===== src/rtl/window_trimmed_local_variance_assert.svh =====
// Assertion macros for the trimmed local variance block.
`ifndef WINDOW_TRIMMED_LOCAL_VARIANCE_ASSERT_SVH
`define WINDOW_TRIMMED_LOCAL_VARIANCE_ASSERT_SVH

// Same-cycle implication, sampled on the rising clock edge, off during reset.
`define WTLV_ASSERT_IMP(lbl, ante, cons) \
  lbl: assert property (@(posedge clk_i) disable iff (!rst_ni) (ante) |-> (cons)) \
    else $error("%m: check failed");

// Next-cycle implication.
`define WTLV_ASSERT_NEXT(lbl, ante, cons) \
  lbl: assert property (@(posedge clk_i) disable iff (!rst_ni) (ante) |=> (cons)) \
    else $error("%m: check failed");

`endif


===== src/rtl/wtlv_pkg.sv =====
// Shared types and constants of the trimmed local variance block.
package wtlv_pkg;

  localparam int DEF_WIN_ROWS    = 3;
  localparam int DEF_WIN_COLS    = 3;
  localparam int DEF_MAX_WIDTH   = 2048;
  localparam int DEF_SAMPLE_BITS = 16;
  localparam int MAX_HEIGHT      = 4096;

  localparam int CFG_W_BITS = 12;
  localparam int CFG_H_BITS = 13;
  localparam int CFG_F_BITS = 9;
  localparam int PADDR_W    = 4;
  localparam int PDATA_W    = 32;
  localparam int PIX_W      = 25;
  localparam int VAR_W      = 40;

  localparam logic [CFG_W_BITS-1:0] RST_WIDTH  = 12'd2048;
  localparam logic [CFG_H_BITS-1:0] RST_HEIGHT = 13'd4096;
  localparam logic [CFG_F_BITS-1:0] FRAC_ONE   = 9'd256;
  localparam logic [VAR_W-1:0]      VAR_MAX    = 40'hFF_FFFF_FFFF;

  localparam logic [1:0] REG_IMAGE_WIDTH  = 2'd0;
  localparam logic [1:0] REG_IMAGE_HEIGHT = 2'd1;
  localparam logic [1:0] REG_KEEP_FRAC    = 2'd2;

  typedef enum logic [2:0] {
    ST_IDLE,
    ST_GATHER,
    ST_KSEL,
    ST_SUM,
    ST_MUL,
    ST_DIVS,
    ST_DIVW,
    ST_FIN
  } wtlv_state_e;

  typedef struct packed {
    logic clr;
    logic ins;
    logic shf;
  } cell_ctl_t;

endpackage


===== src/rtl/wtlv_div.sv =====
// Restoring divider, one quotient bit per cycle.
module wtlv_div import wtlv_pkg::*; #(
  parameter int NW = 64,
  parameter int DW = 14
) (
  input  logic          clk_i,
  input  logic          rst_ni,
  input  logic          start_i,
  input  logic [NW-1:0] dvd_i,
  input  logic [DW-1:0] dvs_i,
  output logic          done_o,
  output logic [NW-1:0] quo_o
);

  localparam int CW = $clog2(NW + 1);

  logic [NW-1:0] acc_q;
  logic [DW-1:0] rem_q;
  logic [CW-1:0] cnt_q;
  logic          busy_q, done_q;
  logic [DW:0]   rem_sh;
  logic          qbit;

  assign rem_sh = {rem_q, acc_q[NW-1]};
  assign qbit   = rem_sh >= {1'b0, dvs_i};
  assign done_o = done_q;
  assign quo_o  = acc_q;

  always_ff @(posedge clk_i or negedge rst_ni) begin
    if (!rst_ni) begin
      busy_q <= 1'b0;
      done_q <= 1'b0;
      cnt_q  <= '0;
    end else begin
      done_q <= 1'b0;
      if (start_i) begin
        busy_q <= 1'b1;
        cnt_q  <= CW'(NW);
      end else if (busy_q) begin
        cnt_q <= cnt_q - CW'(1);
        if (cnt_q == CW'(1)) begin
          busy_q <= 1'b0;
          done_q <= 1'b1;
        end
      end
    end
  end

  // The dividend shifts out at the top while quotient bits enter at the bottom.
  always_ff @(posedge clk_i) begin
    if (start_i) begin
      acc_q <= dvd_i;
      rem_q <= '0;
    end else if (busy_q) begin
      acc_q <= {acc_q[NW-2:0], qbit};
      rem_q <= qbit ? DW'(rem_sh - {1'b0, dvs_i}) : rem_sh[DW-1:0];
    end
  end

endmodule


===== config.mk =====
export PLATFORM = sky130hd
export DESIGN_NAME = wtlv_div
export DESIGN_NICKNAME = d
export VERILOG_FILES = /design/src/rtl/window_trimmed_local_variance_assert.svh /design/src/rtl/wtlv_pkg.sv /design/src/rtl/wtlv_div.sv
export SDC_FILE = /design/constraint.sdc
export NUM_CORES = 1
export LEC_CHECK = 0
export ABC_CLOCK_PERIOD_IN_PS = 8700
export BUFFER_PORTS_ARGS = -buffer_cell sky130_fd_sc_hd__buf_2
export CAP_MARGIN = 20
export CORE_MARGIN = 1.5
export CORE_UTILIZATION = 55
export CTS_CLUSTER_SIZE = 28
export DETAILED_ROUTE_END_ITERATION = 10
export PLACE_DENSITY = 0.86
export SKIP_CTS_REPAIR_TIMING = 1
export SYNTH_ARGS = -nofsm -noshare
export SYNTH_HDL_FRONTEND = slang
export SYNTH_SLANG_ARGS = --single-unit

===== constraint.sdc =====
create_clock -name clk_i -period 8.7 [get_ports clk_i]
set_input_delay 1.305 -clock clk_i [delete_from_list [all_inputs] [get_ports clk_i]]
set_output_delay 1.305 -clock clk_i [all_outputs]
set_load 0.005 [all_outputs]

==> flow_summary_export.csv <==
group,metric,value,unit
clock_network,clkLatencyLatePin,0.35,ns
synth,synth_fa_ha_area_share,5.16,%
place,gp_congestion,0.946,
worst_setup_path,setup.worst_path.end_class,"flip-flop",
layout,antenna_cells,0,
timing,hold_viol,0,
timing,finalSetupTns,0,ns
global_route,grt_overflow_total,0,
synth,synth_edf_count,64,
routing,drc,0,
clock_network,cts_max_level,3,
worst_setup_path,r2r-start,"quo_o[63]$_DFFE_PP_",
synth,synth_compound_area_share,8.52,%
global_route,grt_max_degree,95,
floorplan,ioPinCount,146,
synth,yosys_warnings,0,
timing,slew_headroom,29.1,%
place,port_buffers,145,
clock_network,cts_root_buffer,"clkbuf_8",
routing,avgViaCountPerCell,5.43,
synth,synthesis.nets,453,
clock_network,clk_pin_slew,0.08,ns
worst_setup_path,required,8.88,ns
synth,synth_top_family_by_area,"multiplexers",
synth,synth-async-reset-ratio,10.3,%
routing,first_pass_iters,4,
floorplan,die-area,0.00875,sq mm
clock_network,cts_tree,"done",
global_route,grt_usage,22.1,%
synth,syn_avg_cell_area,12.7,sq um
floorplan,start_util,57.4,%
place,dp_hpwl,6990,microns
layout,area_growth,21.6,%
outcome,status,"complete, no violations",
floorplan,fp-row-count,32,
power,finalPower,1.38,mW
power,p_per_area,252,mW/mm^2
timing,max_slew.worst_pin.slew,1.06,ns
global_route,antenna_found_initial,0,
timing,holdWs,0.525,ns
timing,fin_crit_sh,37.4,%
worst_setup_path,cp_max_fo,21,
routing,vias,3276,
floorplan,core-area,0.00785,sq mm
floorplan,die_h,93.5,microns
synth,seq_area_frac_synth,53.9,%
synth,ys_ff_latch,87,
timing,slew_violations,0,
worst_setup_path,crit_type,"primary input to flip-flop",
clock_network,cts_made_buffers,9,
clock_network,cts.sinks,87,
routing,wl_per_cell,15.8,microns
power,ir_worst_vdd,0.000187,V
layout,layout-drive-gt1-share,45.5,%
global_route,grt_pass1_wl,14700,microns
global_route,first_global_vias,3155,
synth,ys_types,48,
layout,finalNetCount,595,
synth,syn_area,0.00451,sq mm
clock_network,clk_path_buf_depth,2,
routing,ant_nets,0,
timing,setup_viol,0,
synth,netlist_instances,354,
synth,muxShareOfSynthArea,17.7,%
min_path,min_from,"rem_q[3]$_SDFFE_PP0P_",
flow_run,max_cap_violations,0,
timing,rsz0062_at_grt,"false",
worst_setup_path,r2r_slack,6.13,ns
synth,synth-xor-area-share,3.50,%
timing,fin_worst_skew,0.00757,ns
routing,wl,9510,microns
min_path,holdCritPathClass,"flip-flop to flip-flop",
worst_setup_path,r2r_cells,10,
worst_setup_path,worstReg2RegEnd,"rem_q[12]$_SDFFE_PP0P_",
worst_setup_path,cp.arrival,3.43,ns
synth,synthFlopType,"edfxtp_1",
min_path,min_to,"rem_q[3]$_SDFFE_PP0P_",
min_path,hold_depth,2,
worst_setup_path,cp-start-kind,"primary input",
timing,fmax,0.308,GHz
floorplan,fp.dieW,93.5,microns
power,p_leak,2.45,nW
synth,synth-simple-area-share,7.83,%
routing,drt_iter0_markers,159,
timing,min_period,3.25,ns
## placed cells by master, fill, tap and decap left out, types with 3 or more instances in the layout
master | netlist | routed
nand4b_1 | 3 | 3
a21o_1 | 3 | 3
nor2_1 | 28 | 28
nor3b_1 | 4 | 4
xnor2_1 | 8 | 8
nand2_1 | 11 | 11
ha_1 | 17 | 17
nand2b_1 | 5 | 5
dfxtp_1 | 14 | 14
dfrtp_1 | 9 | 9
edfxtp_1 | 64 | 64
o311ai_1 | 3 | 3
nand4_1 | 3 | 3
buf_2 | 2 | 144
mux2_1 | 3 | 3
o31ai_1 | 4 | 4
mux2i_1 | 9 | 9
clkbuf_8 | 0 | 9
xor2_1 | 10 | 10
a211oi_1 | 11 | 11
buf_4 | 0 | 4
inv_1 | 20 | 20
mux2_2 | 60 | 60
a21oi_1 | 15 | 15
## logic make-up after synthesis
logic type,Yosys count
AO/OA/AOI/OAI,54
XOR/XNOR,18
adder cells (fa/ha/maj),18
buffers and inverters,37
flip-flops,87
multiplexers,72
AND/OR/NAND/NOR,68
## worst max path at each step
| stage | from | endpoint | slack (ns) | depth (start not counted) |
|---|---|---|---|---|
| 2_1_floorplan | start_i | quo_o[0]$_DFFE_PP_ | 4.94 | 3 |
| 5_1_grt | dvs_i[10] | rem_q[12]$_SDFFE_PP0P_ | 5.31 | 9 |
| 3_5_place_dp | dvs_i[12] | rem_q[12]$_SDFFE_PP0P_ | 5.08 | 9 |
| 6_report | dvs_i[12] | rem_q[1]$_SDFFE_PP0P_ | 5.45 | 9 |
| 3_3_place_gp | dvs_i[12] | rem_q[8]$_SDFFE_PP0P_ | 5.16 | 9 |
| 4_1_cts | dvs_i[12] | rem_q[12]$_SDFFE_PP0P_ | 5.45 | 9 |
## per-layer routing
| metal | up-vias | routed length, microns | global-route usage (%) |
|---|---|---|---|
| met5 | - | 0 | 0 |
| met4 | 0 | 362 | 11.1 |
| met3 | 31 | 534 | 5.93 |
| met2 | 124 | 4720 | 37.1 |
| met1 | 1521 | 3890 | 26.1 |
| li1 | 1600 | - | - |
## worst max-delay path, cell delays in order
cell	delay [ns]
buf_2	0.08
inv_1	0.03
ha_1	0.35
a21o_1	0.19
a211o_1	0.28
a211o_1	0.26
a31oi_4	0.57
mux2i_1	0.27
a211oi_1	0.09
## cell usage after synthesis, drive strengths merged (2+ instances only)
cell type / n / area, sq um
a211o: 2 / 17.5
a211oi: 11 / 82.6
a21o: 3 / 22.5
a21oi: 15 / 75.1
a31oi: 3 / 40.0
buf: 5 / 32.5
clkbuf: 12 / 45.0
dfrtp: 9 / 225
dfxtp: 14 / 280
edfxtp: 64 / 1920
ha: 17 / 213
inv: 20 / 75.1
mux2: 63 / 709
mux2i: 9 / 90.1
nand2: 11 / 41.3
nand2b: 5 / 31.3
nand3: 2 / 10.0
nand3b: 2 / 15.0
nand4: 3 / 18.8
nand4b: 3 / 26.3
nor2: 28 / 105
nor3b: 4 / 30.0
nor4: 2 / 12.5
o211ai: 2 / 15.0
o21a: 2 / 15.0
o21ai: 4 / 20.0
o21bai: 2 / 15.0
o311ai: 3 / 26.3
o31ai: 4 / 30.0
or3b: 2 / 17.5
xnor2: 8 / 70.1
xor2: 10 / 87.6
## power by group
part | internal, mW | switching, mW | total (mW) | leakage [nW]
clock | 0.104 | 0.143 | 0.246 | 0.0870
sequential | 0.546 | 0.0652 | 0.611 | 0.903
combinational | 0.251 | 0.275 | 0.526 | 1.46
## cell type report
cell class,instances,area (sq um)
sequential,87,2430
fill,606,2370
multi-input combinational,230,1930
timing repair buffer,148,751
tap,102,128
clock buffer,9,124
inverter,20,75.1
clock inverter,7,47.5
## registers in the layout (all words and copies together), names as in the netlist
register,cells
quo_o,64
rem_q,14
cnt_q,7
busy_q,1
done_o,1
## metrics by stage
| stage | cells | util (%) | setup WS (ns) | instance area, sq um |
|---|---|---|---|---|
| after floorplan | 354 | - | 4.94 | 4510 |
| after global placement | 587 | 67.6 | 5.16 | 5310 |
| after detailed placement | 587 | 67.6 | 5.08 | 5310 |
| after CTS | 603 | 69.8 | 5.45 | 5480 |
| after global routing | 603 | 69.8 | 5.31 | 5480 |
| final | 603 | 69.8 | 5.45 | 5480 |
Note: power is estimated with default switching activity, not from simulation.
