File: config.mk
export PLATFORM = sky130hd
export DESIGN_NAME = wtlv_cell
export DESIGN_NICKNAME = d
export VERILOG_FILES = /design/src/rtl/window_trimmed_local_variance_assert.svh /design/src/rtl/wtlv_pkg.sv /design/src/rtl/wtlv_cell.sv
export SDC_FILE = /design/constraint.sdc
export NUM_CORES = 1
export LEC_CHECK = 0
export ABC_AREA = 1
export BUFFER_PORTS_ARGS = -buffer_cell sky130_fd_sc_hd__buf_4
export CAP_MARGIN = 20
export CELL_PAD_IN_SITES_DETAIL_PLACEMENT = 0
export CELL_PAD_IN_SITES_GLOBAL_PLACEMENT = 2
export CORE_MARGIN = 2
export CORE_UTILIZATION = 25
export CTS_CLUSTER_SIZE = 8
export DETAILED_ROUTE_END_ITERATION = 16
export PLACE_DENSITY_LB_ADDON = 0.1
export SLEW_MARGIN = 15
export SYNTH_ARGS = -nofsm -noshare
export SYNTH_HDL_FRONTEND = slang
export SYNTH_SLANG_ARGS = --single-unit
export TNS_END_PERCENT = 50
File: constraint.sdc
create_clock -name clk_i -period 6.53 [get_ports clk_i]
set_clock_uncertainty 0.05 [all_clocks]
set_input_delay 0.3265 -clock clk_i [delete_from_list [all_inputs] [get_ports clk_i]]
set_output_delay 0.3265 -clock clk_i [all_outputs]
set_load 0.02 [all_outputs]
File: src/rtl/window_trimmed_local_variance_assert.svh
// Assertion macros for the trimmed local variance block.
`ifndef WINDOW_TRIMMED_LOCAL_VARIANCE_ASSERT_SVH
`define WINDOW_TRIMMED_LOCAL_VARIANCE_ASSERT_SVH

// Same-cycle implication, sampled on the rising clock edge, off during reset.
`define WTLV_ASSERT_IMP(lbl, ante, cons) \
  lbl: assert property (@(posedge clk_i) disable iff (!rst_ni) (ante) |-> (cons)) \
    else $error("%m: check failed");

// Next-cycle implication.
`define WTLV_ASSERT_NEXT(lbl, ante, cons) \
  lbl: assert property (@(posedge clk_i) disable iff (!rst_ni) (ante) |=> (cons)) \
    else $error("%m: check failed");

`endif

File: src/rtl/wtlv_pkg.sv
// Shared types and constants of the trimmed local variance block.
package wtlv_pkg;

  localparam int DEF_WIN_ROWS    = 3;
  localparam int DEF_WIN_COLS    = 3;
  localparam int DEF_MAX_WIDTH   = 2048;
  localparam int DEF_SAMPLE_BITS = 16;
  localparam int MAX_HEIGHT      = 4096;

  localparam int CFG_W_BITS = 12;
  localparam int CFG_H_BITS = 13;
  localparam int CFG_F_BITS = 9;
  localparam int PADDR_W    = 4;
  localparam int PDATA_W    = 32;
  localparam int PIX_W      = 25;
  localparam int VAR_W      = 40;

  localparam logic [CFG_W_BITS-1:0] RST_WIDTH  = 12'd2048;
  localparam logic [CFG_H_BITS-1:0] RST_HEIGHT = 13'd4096;
  localparam logic [CFG_F_BITS-1:0] FRAC_ONE   = 9'd256;
  localparam logic [VAR_W-1:0]      VAR_MAX    = 40'hFF_FFFF_FFFF;

  localparam logic [1:0] REG_IMAGE_WIDTH  = 2'd0;
  localparam logic [1:0] REG_IMAGE_HEIGHT = 2'd1;
  localparam logic [1:0] REG_KEEP_FRAC    = 2'd2;

  typedef enum logic [2:0] {
    ST_IDLE,
    ST_GATHER,
    ST_KSEL,
    ST_SUM,
    ST_MUL,
    ST_DIVS,
    ST_DIVW,
    ST_FIN
  } wtlv_state_e;

  typedef struct packed {
    logic clr;
    logic ins;
    logic shf;
  } cell_ctl_t;

endpackage

File: src/rtl/wtlv_cell.sv
// One cell of the sorting chain: holds one sample, kept in descending order.
module wtlv_cell import wtlv_pkg::*; #(
  parameter int SAMPLE_BITS = DEF_SAMPLE_BITS
) (
  input  logic                          clk_i,
  input  logic                          rst_ni,
  input  cell_ctl_t                     ctl_i,
  input  logic signed [SAMPLE_BITS-1:0] new_i,
  input  logic                          prev_ge_i,
  input  logic                          prev_ok_i,
  input  logic signed [SAMPLE_BITS-1:0] prev_val_i,
  input  logic                          next_ok_i,
  input  logic signed [SAMPLE_BITS-1:0] next_val_i,
  output logic                          ok_o,
  output logic signed [SAMPLE_BITS-1:0] val_o,
  output logic                          ge_o
);

  logic                          ok_q, ok_d;
  logic signed [SAMPLE_BITS-1:0] val_q, val_d;

  assign ge_o  = ok_q && (val_q >= new_i);
  assign ok_o  = ok_q;
  assign val_o = val_q;

  // On insert a cell keeps its value if it is not smaller than the new one,
  // takes the new value if its upper neighbor keeps, and otherwise takes the
  // neighbor's value as everything below the insertion point moves down.
  always_comb begin
    ok_d  = ok_q;
    val_d = val_q;
    if (ctl_i.clr) begin
      ok_d = 1'b0;
    end else if (ctl_i.shf) begin
      ok_d  = next_ok_i;
      val_d = next_val_i;
    end else if (ctl_i.ins && !ge_o) begin
      if (prev_ge_i) begin
        ok_d  = 1'b1;
        val_d = new_i;
      end else begin
        ok_d  = prev_ok_i;
        val_d = prev_val_i;
      end
    end
  end

  always_ff @(posedge clk_i or negedge rst_ni) begin
    if (!rst_ni) begin
      ok_q <= 1'b0;
    end else begin
      ok_q <= ok_d;
    end
  end

  always_ff @(posedge clk_i) begin
    val_q <= val_d;
  end

endmodule

==> results of run 1 <==
[placed cells by master (no fill, tap or decap), types with 2 or more instances in the layout]
cell type  synthesis  layout
a21oi_1           38      38
nor2_4             2       2
nor2_1            17      17
ha_1              16      16
clkbuf_8           0       3
nand4_1            2       2
edfxtp_1          16      16
nand2_2            5       5
nand3_1            2       2
nand3_2            2       2
inv_2              3       3
nand2_1           42      42
buf_4              0      73
inv_1             26      26
[how the worst min path moves through the flow]
stage	startpoint	to	slack, ns	cells after the start
2_1_floorplan	rst_ni	ok_o	-0.02	0
3_3_place_gp	rst_ni	ok_o	0.05	1
3_5_place_dp	rst_ni	ok_o	0.05	1
4_1_cts	ctl_i[2]	ok_o	0.28	4
5_1_grt	ctl_i[2]	ok_o	0.31	4
6_report	ctl_i[2]	ok_o	0.29	4
[cell families after synthesis]
logic type               Yosys count  share of synthesized area
flip-flops                        17                      0.365
adder cells (fa/ha/maj)           16                      0.145
AO/OA/AOI/OAI                     40                      0.147
buffers and inverters             35                     0.0958
AND/OR/NAND/NOR                   74                      0.247
[tightest hold or removal path: cells and delay by family]
family                 cells  cell delay, ns
AOI/OAI and AO/OA          1            0.04
buffers and inverters      1            0.10
and+or+nand+nor            2            0.09
[cell type report]
type	count	area, µm²	share of cell area
clock buffer	3	41.3	0.0201
clock inverter	1	5.00	0.00244
inverter	29	109	0.0530
multi-input combinational	130	746	0.363
sequential	17	505	0.246
tap	72	90.1	0.0438
timing repair buffer	74	558	0.272
[routing by layer]
layer	vias up	GRT usage
met5	-	0
met4	0	0.0368
met3	5	0.0276
met2	35	0.220
met1	606	0.166
li1	740	-
[registers in the layout (all words and copies together) (netlist names)]
| name | flops |
|---|---|
| val_o | 16 |
| ok_o | 1 |
[power by group]
part           internal, µW  total, µW  switching [µW]
Sequential              130        135            4.72
Clock                  42.4       80.5            38.2
Combinational          52.4        110            58.0
Total                   225        326             101
[metrics by stage]
stage / hold slack [ns] / instances / setup WS, ns / area (µm²)
detailed placement: 0.0531 / 321 / 3.70 / 2000
global placement: 0.0525 / 321 / 3.74 / 2000
CTS: 0.282 / 326 / 3.75 / 2050
floorplan: -0.0191 / 182 / 4.01 / 1380
finish: 0.287 / 326 / 3.82 / 2050
global route: 0.307 / 326 / 3.56 / 2050
==> qor.txt, run 1 <==
Status -> finished, final reports clean
ANT cells -> 0
Period utilization -> 0.415
Layout cells sized above 1 -> 0.362
Syn_area_per_cell -> 7.60 µm²
Hold Path Class -> input port to flip-flop
CTS Hold Buffers Added -> 1
R2R Path End -> val_o[1]
First-pass DRT Iterations -> 4
CTS Buf Count -> 3
Area contributors post-synth -> edfxtp_1, ha_1, a21oi_1, nand2_1, inv_1
First-pass GRT wire length -> 6280 µm
Met3 Routed Length -> 194 µm
Minimum clock period -> 2.71 ns
Final setup vio count -> 0
WL/cell -> 11.8 µm
Unique masters post-synth -> 19
Clock root buffer -> clkbuf_8
Final ANT Viol Nets -> 0
HPWL after DPL -> 3000 µm
Vias in the first global route -> 1,364
H-Tree Depth -> 1
Slew Viols, Final -> 0
Flops & latches, synth -> 17
Total GRT Usage -> 0.129
Sequential fraction of the synthesis area -> 0.365
Longest Clk Path Bufs -> 2
Postcts setup bufs -> 0
Tot Pwr -> 326 µW
Crit path from -> val_o[15]
Max Clock Freq -> 0.369 GHz
Worst r2r src -> val_o[15]
# port buffers -> 73
I/O pin total -> 74
RSZ-0062 raised after global routing -> no
Worst Path Max Fanout -> 16
Largest area contributor in the netlist -> edfxtp_1
CP top delay family -> compound AO/OA/AOI/OAI gates
CTS sink cnt -> 17
Area grow syn2layout -> 48.5%
# Max-Cap Violations -> 0
Initial DRC count -> 29
Worst skew pair latency -> 0.26 ns
Grt ovf -> 0
Placer congestion estimate -> 0.675
Gate Count Post-Synth -> 182
Wire length on met1 -> 1710 µm
Warnings from Yosys -> 0
Slew @ Worst Pin -> 0.934 ns
Clk pin slew, worst setup/hold paths -> 0.07 ns
Slowest-stage cell, CP -> a21oi_2
Top sig layer -> met4
Slew HR -> 0.378
FILL cells -> 603
CP peak stage delay -> 0.74 ns
Register-to-Register Path Depth -> 12
Number of flops mapped to enable cells by yosys -> 16
Post_cts resized -> 0
Final hold violations -> 0
Most instantiated cells after synthesis -> nand2_1, a21oi_1, inv_1
Post-synth top flop -> edfxtp_1
Final WL -> 3840 µm
Buf/Inv on CP -> 1
Syn nets -> 254
CP Capture Point -> val_o[1]
Num rows -> 27
Data arrival time of the worst path -> 2.54 ns
Largest net degree at the start of global routing -> 20
Worst vdd ir -> 0.0574 mV
Number of vias per cell -> 4.25
Worst path depth -> 12
Initial core utilization -> 0.254
Initial antenna violation count -> 0
LEAKAGE -> 0.00106 µW
Die ar. -> 0.00615 mm²
Top-area cell type share of the netlist area -> 0.347
Synth async-reset ratio -> 0.0588
Vias post-DR -> 1,386
Area of the mapped netlist -> 0.00138 mm²
Chip height -> 78.4 µm
R2R setup slack -> 3.82 ns
Net count, final -> 327
CTS tree -> built
Die width -> 78.4 µm
Startpoint types -> flip-flop
Crit Path Class -> flip-flop to flip-flop
Critical path required time -> 6.36 ns
Count leader, synth -> nand2_1
Met2 WL post-DR -> 1890 µm
Cells along the critical path -> ha_1 > nand2_2 > inv_1 > nand2_1 > nand2_1 > a21oi_1 > nand3_2 > nand2_1 > nand3_2 > nand2_2 > nand2_2 > a21oi_2
Setup TNS -> 0 ns
PwrDens -> 159 mW/mm²
Core box area -> 0.00544 mm²
DRC viols -> 0
Worst setup EP type -> flip-flop
Final core occ -> 0.378
No activity file was read; power rests on OpenSTA's default activity.
==> run 2: changes to the inputs <==
- CORE_UTILIZATION: 25 -> 21
- clock period: 6.53 -> 2.4 ns (I/O delays scaled with it)
==> qor.txt, run 2 (synthesis gave the netlist of run 1 again) <==
Final hold violations -> 0 (unchanged)
Max Clock Freq -> 0.455 GHz (+23%)
CP top delay family -> simple AND/OR/NAND/NOR gates
Slowest-stage cell, CP -> edfxtp_1
H-Tree Depth -> 1 (unchanged)
Register-to-Register Path Depth -> 12 (unchanged)
Buf/Inv on CP -> 1 (unchanged)
Number of vias per cell -> 4.14 (-2.5%)
Final WS setup -> 0.202 ns (-3.62 ns)
ANT cells -> 0 (unchanged)
# port buffers -> 73 (unchanged)
Final setup vio count -> 0 (unchanged)
PwrDens -> 435 mW/mm² (+170%)
Num rows -> 29 (+7.4%)
Net count, final -> 329 (+0.61%)
Final ANT Viol Nets -> 0 (unchanged)
Area grow syn2layout -> 51.6%
Grt ovf -> 0 (unchanged)
Clk pin slew, worst setup/hold paths -> 0.08 ns (about the same)
Slew HR -> 0.729 (+0.351)
Dpl ws -> 0.183 ns (-3.52 ns)
Initial antenna violation count -> 0 (unchanged)
Worst skew pair latency -> 0.26 ns (about the same)
Largest net degree at the start of global routing -> 20 (unchanged)
Status -> finished, final reports clean
Chip height -> 85.2 µm (+8.6%)
Hold Path Class -> input port to async pin
Minimum clock period -> 2.20 ns (-0.513 ns)
Cells along the critical path -> ha_4 > nand2_2 > nor2_4 > nand2_2 > nor2_4 > nand2_2 > nand4_1 > nand3_2 > nand2_2 > nand2_2 > a21oi_4 > buf_4
Crit Path Class -> flip-flop to flip-flop
Most common cell after layout, fill and taps aside -> buf_4
CTS Buf Count -> 3 (unchanged)
Vias post-DR -> 1,380 (-0.43%)
Total GRT Usage -> 0.119 (-0.0104)
Worst vdd ir -> 0.150 mV (+160%)
Critical path required time -> 2.32 ns (-4.04 ns)
Initial core utilization -> 0.218 (-0.0365)
First-pass DRT Iterations -> 4 (unchanged)
Data arrival time of the worst path -> 2.11 ns (-0.43 ns)
LEAKAGE -> 0.00107 µW (+0.84%)
# Max-Cap Violations -> 0 (unchanged)
DRC viols -> 0 (unchanged)
CP peak stage delay -> 0.44 ns (-0.30 ns)
Core box area -> 0.00635 mm² (+17%)
R2R Path End -> val_o[9]
Most frequent cell on the critical path -> nand2_2
Setup TNS -> 0 ns (unchanged)
Period utilization -> 0.916 (+0.501)
RSZ-0062 raised after global routing -> no
Slew @ Worst Pin -> 0.406 ns (-0.527 ns)
R2R setup slack -> 0.20 ns (-3.62 ns)
Longest Clk Path Bufs -> 2 (unchanged)
Most frequent cells in the layout -> buf_4, nand2_1, a21oi_1
Placer congestion estimate -> 0.685 (+1.5%)
Clock root buffer -> clkbuf_8
CTS tree -> built
Worst setup EP type -> flip-flop
Worst r2r src -> val_o[15]
Max reg flops -> 16 (unchanged)
First-pass GRT wire length -> 6820 µm (+8.6%)
Vias in the first global route -> 1,434 (+5.1%)
Startpoint types -> flip-flop
Slew Viols, Final -> 0 (unchanged)
Layout cells sized above 1 -> 0.371 (+0.00889)
WL/cell -> 12.9 µm (+9.2%)
FILL cells -> 696 (+15%)
CTS sink cnt -> 17 (unchanged)
Die ar. -> 0.00725 mm² (+18%)
Worst Path Max Fanout -> 9 (-7)
I/O pin total -> 74 (unchanged)
Initial DRC count -> 19 (-34%)
Final WL -> 4280 µm (+12%)
Die width -> 85.2 µm (+8.6%)
HPWL after DPL -> 3220 µm (+7.4%)
[run 2: report_power, final]
| part | internal [µW] | switching (µW) |
|---|---|---|
| Clock | 118 | 112 |
| Combinational | 150 | 165 |
| Sequential | 354 | 13.6 |
[run 2: per-stage QoR]
step           power [µW]  instances  hold WS, ns  instance area (µm²)  utilization
2_1_floorplan         539        182       -0.226                 1390            -
3_3_place_gp          691        328       -0.153                 2030        0.319
3_5_place_dp          689        328       -0.154                 2030        0.319
4_1_cts               924        333       0.0979                 2080        0.328
5_1_grt               976        333        0.117                 2100        0.330
6_report              912        333        0.104                 2100        0.330
[run 2: layout make-up]
type / count / area, µm² / area share
Multi-Input combinational cell: 130 / 769 / 0.367
Timing Repair Buffer: 76 / 573 / 0.273
Sequential cell: 17 / 505 / 0.241
Inverter: 29 / 109 / 0.0519
Tap cell: 77 / 96.3 / 0.0459
Clock buffer: 4 / 45.0 / 0.0215
[run 2: how the worst max path moves through the flow]
| stage | start | to | slack [ns] | cells after the start |
|---|---|---|---|---|
| after CTS | val_o[15] | val_o[9] | 0.14 | 13 |
| final | val_o[15] | val_o[9] | 0.20 | 12 |
| after floorplan | val_o[15] | val_o[0] | 0.07 | 12 |
| after global placement | val_o[15] | val_o[9] | 0.21 | 13 |
| after global routing | val_o[11] | val_o[6] | 0.02 | 12 |
| after detailed placement | val_o[15] | val_o[7] | 0.18 | 13 |
[run 2: worst register-to-register path, cell delays in order, from the launching register on]
cell      delay (ns)
edfxtp_1        0.44
ha_4            0.32
nand2_2         0.07
nor2_4          0.14
nand2_2         0.07
nor2_4          0.09
nand2_2         0.06
nand4_1         0.10
nand3_2         0.09
nand2_2         0.07
nand2_2         0.07
a21oi_4         0.12
buf_4           0.19
[run 2: repair_timing]
item                                   in CTS  in global routing
setup buffers                               0                  0
resized for setup                           0                  2
setup endpoints to repair                   0                 16
endpoints found under the hold margin       1                  0
hold buffers                                1                  0
[run 2: layer usage]
layer / track usage / share of wire
met1: 0.164 / 0.48
met2: 0.183 / 0.44
met3: 0.0311 / 0.073
met4: 0.0346 / 0.0056
met5: 0 / 0
